### src/rtl/bspe_pkg.sv
`default_nettype none
// ----------------------------------------------------------------------------
// bspe_pkg
// Shared constants, operation codes and controller/datapath structs for the
// cubic B-spline point evaluator.
// ----------------------------------------------------------------------------
package bspe_pkg;

    localparam int MAX_POINTS = 16;
    localparam int DEGREE     = 3;
    localparam int KNOT_DEPTH = MAX_POINTS + DEGREE + 1;

    localparam int MODE_W  = 2;
    localparam int IDX_W   = 5;
    localparam int KNOT_W  = 17;
    localparam int PT_W    = 16;
    localparam int CFG_W   = 5;
    localparam int SPAN_W  = 4;
    localparam int OUT_W   = 24;
    localparam int NB_W    = 32;
    localparam int DIFF_W  = KNOT_W + 1;
    localparam int DEN_W   = KNOT_W + 2;
    localparam int DVD_W   = NB_W + 16;
    localparam int QUO_W   = DVD_W + 1;
    localparam int TEMP_W  = 46;

    localparam logic [MODE_W-1:0] MODE_KNOT  = 2'd0;
    localparam logic [MODE_W-1:0] MODE_POINT = 2'd1;
    localparam logic [MODE_W-1:0] MODE_EVAL  = 2'd2;

    typedef logic [4:0] op_t;

    localparam op_t OP_NONE      = 5'd0;
    localparam op_t OP_LOAD      = 5'd1;
    localparam op_t OP_SPAN_END  = 5'd2;
    localparam op_t OP_SPAN_SCAN = 5'd3;
    localparam op_t OP_INIT      = 5'd4;
    localparam op_t OP_LEFT      = 5'd5;
    localparam op_t OP_RIGHT     = 5'd6;
    localparam op_t OP_DIV_GO    = 5'd7;
    localparam op_t OP_RMH       = 5'd8;
    localparam op_t OP_RML       = 5'd9;
    localparam op_t OP_RFIN      = 5'd10;
    localparam op_t OP_LMH       = 5'd11;
    localparam op_t OP_LML       = 5'd12;
    localparam op_t OP_LFIN      = 5'd13;
    localparam op_t OP_NBJ       = 5'd14;
    localparam op_t OP_PT_MUL    = 5'd15;
    localparam op_t OP_PT_ACC    = 5'd16;
    localparam op_t OP_FINISH    = 5'd17;

    typedef struct packed {
        op_t                op;
        logic [1:0]         j;
        logic [1:0]         r;
        logic [SPAN_W-1:0]  k;
    } dp_cmd_t;

    typedef struct packed {
        logic               u_ge_knot;
        logic               den_zero;
        logic               div_done;
        logic               out_free;
        logic [SPAN_W-1:0]  n_last;
    } dp_stat_t;

endpackage
`default_nettype wire

### src/rtl/bspe_ctrl.sv
`default_nettype none
// ----------------------------------------------------------------------------
// bspe_ctrl
// Sequencer: span search, basis triangle over j and r, point sum and
// result handoff.
// ----------------------------------------------------------------------------
module bspe_ctrl (
    input  wire logic                          aclk,
    input  wire logic                          aresetn,
    input  wire logic                          in_valid,
    input  wire logic [bspe_pkg::MODE_W-1:0]   in_mode,
    output logic                               in_ready,
    output bspe_pkg::dp_cmd_t                  cmd,
    input  wire bspe_pkg::dp_stat_t            stat
);

    localparam logic [4:0] S_IDLE      = 5'd0;
    localparam logic [4:0] S_SPAN_END  = 5'd1;
    localparam logic [4:0] S_SPAN_SCAN = 5'd2;
    localparam logic [4:0] S_INIT      = 5'd3;
    localparam logic [4:0] S_LEFT      = 5'd4;
    localparam logic [4:0] S_RIGHT     = 5'd5;
    localparam logic [4:0] S_DIV_GO    = 5'd6;
    localparam logic [4:0] S_DIV_WAIT  = 5'd7;
    localparam logic [4:0] S_RMH       = 5'd8;
    localparam logic [4:0] S_RML       = 5'd9;
    localparam logic [4:0] S_RFIN      = 5'd10;
    localparam logic [4:0] S_LMH       = 5'd11;
    localparam logic [4:0] S_LML       = 5'd12;
    localparam logic [4:0] S_LFIN      = 5'd13;
    localparam logic [4:0] S_NBJ       = 5'd14;
    localparam logic [4:0] S_PMUL      = 5'd15;
    localparam logic [4:0] S_PACC      = 5'd16;
    localparam logic [4:0] S_DONE      = 5'd17;

    logic [4:0]                  state_reg, state_next;
    logic [1:0]                  j_reg, j_next;
    logic [1:0]                  r_reg, r_next;
    logic [bspe_pkg::SPAN_W-1:0] k_reg, k_next;

    always_comb begin
        state_next = state_reg;
        j_next     = j_reg;
        r_next     = r_reg;
        k_next     = k_reg;
        cmd.op     = bspe_pkg::OP_NONE;
        cmd.j      = j_reg;
        cmd.r      = r_reg;
        cmd.k      = k_reg;
        case (state_reg)
            S_IDLE: begin
                if (in_valid) begin
                    cmd.op = bspe_pkg::OP_LOAD;
                    if (in_mode == bspe_pkg::MODE_EVAL) begin
                        state_next = S_SPAN_END;
                    end
                end
            end
            S_SPAN_END: begin
                cmd.op = bspe_pkg::OP_SPAN_END;
                if (stat.u_ge_knot
                    || stat.n_last == bspe_pkg::SPAN_W'(bspe_pkg::DEGREE)) begin
                    state_next = S_INIT;
                end else begin
                    k_next     = bspe_pkg::SPAN_W'(bspe_pkg::DEGREE + 1);
                    state_next = S_SPAN_SCAN;
                end
            end
            S_SPAN_SCAN: begin
                cmd.op = bspe_pkg::OP_SPAN_SCAN;
                if (k_reg == stat.n_last) begin
                    state_next = S_INIT;
                end else begin
                    k_next = k_reg + 1'b1;
                end
            end
            S_INIT: begin
                cmd.op     = bspe_pkg::OP_INIT;
                j_next     = 2'd1;
                state_next = S_LEFT;
            end
            S_LEFT: begin
                cmd.op     = bspe_pkg::OP_LEFT;
                state_next = S_RIGHT;
            end
            S_RIGHT: begin
                cmd.op     = bspe_pkg::OP_RIGHT;
                r_next     = 2'd0;
                state_next = S_DIV_GO;
            end
            S_DIV_GO: begin
                cmd.op     = bspe_pkg::OP_DIV_GO;
                state_next = stat.den_zero ? S_RMH : S_DIV_WAIT;
            end
            S_DIV_WAIT: begin
                if (stat.div_done) begin
                    state_next = S_RMH;
                end
            end
            S_RMH: begin
                cmd.op     = bspe_pkg::OP_RMH;
                state_next = S_RML;
            end
            S_RML: begin
                cmd.op     = bspe_pkg::OP_RML;
                state_next = S_RFIN;
            end
            S_RFIN: begin
                cmd.op     = bspe_pkg::OP_RFIN;
                state_next = S_LMH;
            end
            S_LMH: begin
                cmd.op     = bspe_pkg::OP_LMH;
                state_next = S_LML;
            end
            S_LML: begin
                cmd.op     = bspe_pkg::OP_LML;
                state_next = S_LFIN;
            end
            S_LFIN: begin
                cmd.op = bspe_pkg::OP_LFIN;
                if (r_reg == j_reg - 1'b1) begin
                    state_next = S_NBJ;
                end else begin
                    r_next     = r_reg + 1'b1;
                    state_next = S_DIV_GO;
                end
            end
            S_NBJ: begin
                cmd.op = bspe_pkg::OP_NBJ;
                if (j_reg == 2'(bspe_pkg::DEGREE)) begin
                    k_next     = '0;
                    state_next = S_PMUL;
                end else begin
                    j_next     = j_reg + 1'b1;
                    state_next = S_LEFT;
                end
            end
            S_PMUL: begin
                cmd.op     = bspe_pkg::OP_PT_MUL;
                state_next = S_PACC;
            end
            S_PACC: begin
                cmd.op = bspe_pkg::OP_PT_ACC;
                if (k_reg == bspe_pkg::SPAN_W'(bspe_pkg::DEGREE)) begin
                    state_next = S_DONE;
                end else begin
                    k_next     = k_reg + 1'b1;
                    state_next = S_PMUL;
                end
            end
            S_DONE: begin
                if (stat.out_free) begin
                    cmd.op     = bspe_pkg::OP_FINISH;
                    state_next = S_IDLE;
                end
            end
            default: begin
                state_next = S_IDLE;
            end
        endcase
    end

    always_ff @(posedge aclk) begin
        if (!aresetn) begin
            state_reg <= S_IDLE;
            j_reg     <= '0;
            r_reg     <= '0;
            k_reg     <= '0;
        end else begin
            state_reg <= state_next;
            j_reg     <= j_next;
            r_reg     <= r_next;
            k_reg     <= k_next;
        end
    end

    assign in_ready = (state_reg == S_IDLE);

endmodule
`default_nettype wire

### config.mk
export PLATFORM = sky130hd
export DESIGN_NAME = bspe_ctrl
export DESIGN_NICKNAME = d
export VERILOG_FILES = /design/src/rtl/bspe_pkg.sv /design/src/rtl/bspe_ctrl.sv
export SDC_FILE = /design/constraint.sdc
export NUM_CORES = 1
export LEC_CHECK = 0
export ABC_AREA = 1
export BUFFER_PORTS_ARGS = -buffer_cell sky130_fd_sc_hd__buf_2
export CAP_MARGIN = 30
export CORE_UTILIZATION = 35
export DETAILED_ROUTE_END_ITERATION = 12
export REMOVE_ABC_BUFFERS = 1
export SYNTH_ARGS = -nofsm -noshare
export SYNTH_HDL_FRONTEND = slang
export SYNTH_SLANG_ARGS = --single-unit
### constraint.sdc
create_clock -name aclk -period 2.65 [get_ports aclk]
set_clock_uncertainty 0.15 [all_clocks]
set_input_delay 0.1325 -clock aclk [delete_from_list [all_inputs] [get_ports aclk]]
set_output_delay 0.1325 -clock aclk [all_outputs]
set_load 0.01 [all_outputs]
# Word-level counts from Yosys, hierarchy flattened
# Cells that the tools add are included.
[totals] regBits=13 inputBits=13 output_inout_bits=14 wordCells=74
[classes] addsub=4 eq_ne=34 mux=23 reduce_logical=9
[op_table] op="$pmux 5 s18" count=1
[op_table] op="$pmux 5 s17" count=1
[op_table] op="$eq 5x4->1 const B" count=8
[op_table] op="$mux 5" count=7
[op_table] op="$mux 4" count=7
[op_table] op="$eq 5x3->1 const B" count=4
[op_table] op="$ne 2x2->1 const B" count=10
[op_table] op="$pmux 4 s4" count=1
[op_table] op="$eq 5x2->1 const B" count=2
[op_table] op="$eq 5x5->1 const B" count=2
[op_table] op="$reduce_and 5->1" count=2
[op_table] op="$eq 4x2->1 const B" count=2
[op_table] op="$pmux 2 s2" count=2
[op_table] op="$eq 5x1->1 const B" count=1
[op_table] op="$logic_not 5->1" count=1
[op_table] op="$add 2x1->2 const B" count=2
[op_table] op="$add 4x1->4 const B" count=1
[op_table] op="$eq 2x2->1 const B" count=2
[op_table] op="$eq 4x4->1" count=1
[op_table] op="$mux 2" count=2
[op_table] op="$reduce_and 2->1" count=2
[op_table] op="$reduce_bool 2->1" count=2
[op_table] op="$reduce_bool 4->1" count=1
[op_table] op="$eq 2x2->1" count=1
[op_table] op="other kinds (4)" count=5

# Longest topological paths before layout
[depth] depth_word=4 mapped_depth=10

# Least setup slack after synthesis
# Ideal clock, no wire load.
[synth_path] path_kind="reg-to-reg" startpoint="register j_reg[0]" endpoint="register state_reg[3]" setup_ns=0.117 arrival_ns=1.239 setup_slack_ns=1.144 path_stages_with_launch=10 period_less_slack_ns=1.506 cell_sequence="dfxtp_1 ha_1 nand2_1 nand2_1 nand2_1 nor2_1 nor2_1 nand3_1 o21ai_0 nor2_1"
[synth_via] elab_chain_len=4 elab_cells_between_ends=6
[synth_lines] element="start, declared" line_no="bspe_ctrl.sv:37" text="logic [1:0] j_reg, j_next;"
[synth_lines] element="start signal, assigned" line_no="bspe_ctrl.sv:172" text="j_reg <= j_next;"
[synth_lines] element="$sub 2x1->2" line_no="bspe_ctrl.sv:122" text="if (r_reg == j_reg - 1'b1) begin"
[synth_lines] element="$eq 2x2->1" line_no="bspe_ctrl.sv:122"
[synth_lines] element="$mux 4" line_no="bspe_ctrl.sv:122"
[synth_lines] element="$pmux 5 s18 (*)" line_no="bspe_ctrl.sv:50" text="case (state_reg)"
[synth_lines] element="end signal, assigned" line_no="bspe_ctrl.sv:171" text="state_reg <= state_next;"
[synth_lines] element="end, declared" line_no="bspe_ctrl.sv:36" text="logic [4:0] state_reg, state_next;"
# Mark *: on every way between the ends. The rest lies on a longest branch, timed or not.
# A chain may end at the register's enable or synchronous reset.

==> impl_metrics.yaml <==
route:
  drc_errors: 0
  drtIter0Drc: 124
  drt_wl_total_um: 3450
  first_pass_iters: 4
  avgViaCountPerCell: 5.02
  avgRoutedWirePerCell_um: 11.6
  vias: 1487
  ant_nets: 0
placed_design:
  dp_hpwl_um: 2740
  dp.cells: 291
  dp_slack_ns: 0.974
  gp_congestion: 0.878
  io_buffers: 26
finish:
  antennaDiodeCount: 0
  final_nets: 266
  syn2layout_area_growth_pct: 17.6
  final_common_cell: "nand2_1"
  drive_gt1_frac: 0.188
  mostFrequentLayoutCells: "65 x nand2_1, 29 x inv_1, 29 x nor2_1, 26 x buf_2, 25 x nand3_1"
  final_util: 0.435
  finalNonFillerCells: 296
  largest_register_ffs: 5
pwr:
  power_density_nw_per_um2: 600
  share_comb_of_total_power: 0.543
  seqPwrFrac: 0.312
  p_switching_uw: 428
  max-vdd-ir-drop_mv: 0.264
  p_sw_frac: 0.488
  p_leak_nw: 0.796
  clockPowerShare: 0.145
  p_int_uw: 449
global_routing:
  grt_pass1_vias: 1243
  grt_pass1_wl_um: 5480
  grt_use_total: 0.194
  antenna_found_initial: 0
  grt_overflow: 0
  grt_max_degree: 14
timing:
  max_freq_ghz: 0.508
  grt_setup_unrepaired: "false"
  slew_headroom: 0.769
  final_max_slew_viol_count: 0
  hold_slack_ns: 0.129
  setup_viol: 0
  final.setup.tns_ns: 0
  fin_ws_ns: 0.681
  fin_crit_sh: 0.743
  final-hold-violation-count: 0
  tightest_slew_ns: 0.345
  period_minus_slack_ns: 1.97
setup_path:
  r2r_start: "state_reg[0]"
  cp_max_fo: 13
  rr_endpoint: "k_reg[2]"
  worstSetupEndpointType: "primary output"
  cpMaxStageDelayCell: "dfxtp_1"
  cp-start-kind: "flip-flop"
  reg2reg_depth: 8
  critPathKind: "reg -> out"
  crit_chain: "inv_2 > nand2_2 > nor2_2 > inv_1 > o21ai_0 > nor3_1 > nand3_1 > buf_2"
  critPathRequiredTime_ns: 2.37
  r2r_setup_slack_ns: 0.90
  crit_arrival_ns: 1.69
  slowest_delay_ns: 0.46
  startpoint: "state_reg[4]"
clock_network:
  cts_buffers: 3
  cts.sinks: 13
  path_clk_slew_ns: 0.09
  cts_tree: "done"
  cts-root-buf: "clkbuf_4"
  cts.path.max_buffers: 2
  postCtsSetupBuffers: 0
  htreeDepth: 1
  clk_latency_ns: 0.28
synthesis:
  yosysTopAreaCell: "dfxtp_1"
  netlist.area_leader.share: 0.209
  synthesis.area_um2: 1240
  synth_area_per_cell_um2: 5.65
  ys_warn_count: 0
  ys_seq_area_frac: 0.209
  synth_area_leaders: "dfxtp_1 21%, nand2_1 20%, nand3_1 10%, inv_1 8.8%, nor2_1 8.8%"
  synth.distinct_cells: 26
  syn_inst: 220
  ys_ff_latch: 13
min_path:
  whs_endpoint: "state_reg[3]"
  holdPathStages: 5
  hold_class: "in -> reg"
  hold_start: "stat[6]"
floorplan:
  core_area_um2: 3360
  fp.dieW_um: 61.6
  dieArea_um2: 3790
  num_io_pins: 27
  fp.dieH_um: 61.6
  start_util: 0.369
  core.rowCount: 21
run:
  drv_cap: 0
status:
  status: "complete, no violations"
-- critical path, delay by kind of cell (launching register included) --
family / cells / cell delay (ns)
AND/OR/NAND/NOR: 4 / 0.47
flip-flops: 1 / 0.46
buffers and inverters: 3 / 0.41
AO/OA/AOI/OAI: 1 / 0.08
-- worst max-delay path by stage --
stage,to,slack [ns],cells past startpoint
final,cmd[8],0.68,8
after global routing,cmd[8],0.55,8
after CTS,cmd[8],0.69,8
after detailed placement,k_reg[2],0.97,7
after global placement,state_reg[0],0.92,8
after floorplan,state_reg[3],1.14,9
-- power groups by stage --
stage / clock (mW) / combinational [mW] / sequential, mW
2_1_floorplan: 0 / 0.333 / 0.273
3_3_place_gp: 0 / 0.474 / 0.280
3_5_place_dp: 0 / 0.469 / 0.277
4_1_cts: 0.130 / 0.472 / 0.272
5_1_grt: 0.137 / 0.530 / 0.279
6_report: 0.127 / 0.476 / 0.274
-- final cells by class --
cell class | instances | area, um2
sequential | 13 | 260
tap | 46 | 57.6
fill | 385 | 1900
timing repair buffer | 27 | 140
multi-input combinational | 172 | 850
clock buffer | 4 | 26.3
inverter | 34 | 128
-- metrics by stage --
step                      area, um2  power (mW)
final                          1460       0.877
after global placement         1430       0.753
after detailed placement       1430       0.746
after global routing           1460       0.947
after CTS                      1460       0.875
after floorplan                1240       0.606
-- logic make-up after synthesis --
logic type               share of synthesized area
XOR/XNOR                                    0.0141
AO/OA/AOI/OAI                                0.120
buffers and inverters                        0.107
flip-flops                                   0.209
adder cells (fa/ha/maj)                     0.0201
AND/OR/NAND/NOR                              0.530
-- cell usage after synthesis (all sizes together) --
library cell	instances
and3	1
nand3b	2
nand3	28
o2111ai	1
nand2	67
o211ai	2
dfxtp	13
nor2	38
clkinv	1
o21bai	1
o21ai	12
a21oi	7
inv	33
nand4	4
a31oi	2
xor2	2
nor3	2
ha	2
o211a	1
buf	1
-- per-layer routing --
| layer | track usage | vias up | part of all wire |
|---|---|---|---|
| li1 | - | 766 | - |
| met1 | 0.276 | 660 | 0.48 |
| met2 | 0.301 | 57 | 0.45 |
| met3 | 0.0147 | 4 | 0.063 |
| met4 | 0.0825 | 0 | 0.0099 |
| met5 | 0 | - | 0 |
-- what timing repair did --
item                                   4_1_cts  5_1_grt
resized for setup                            0        0
endpoints found under the hold margin        4        0
hold buffers                                 1        0
(Power assumes the default switching activity.)
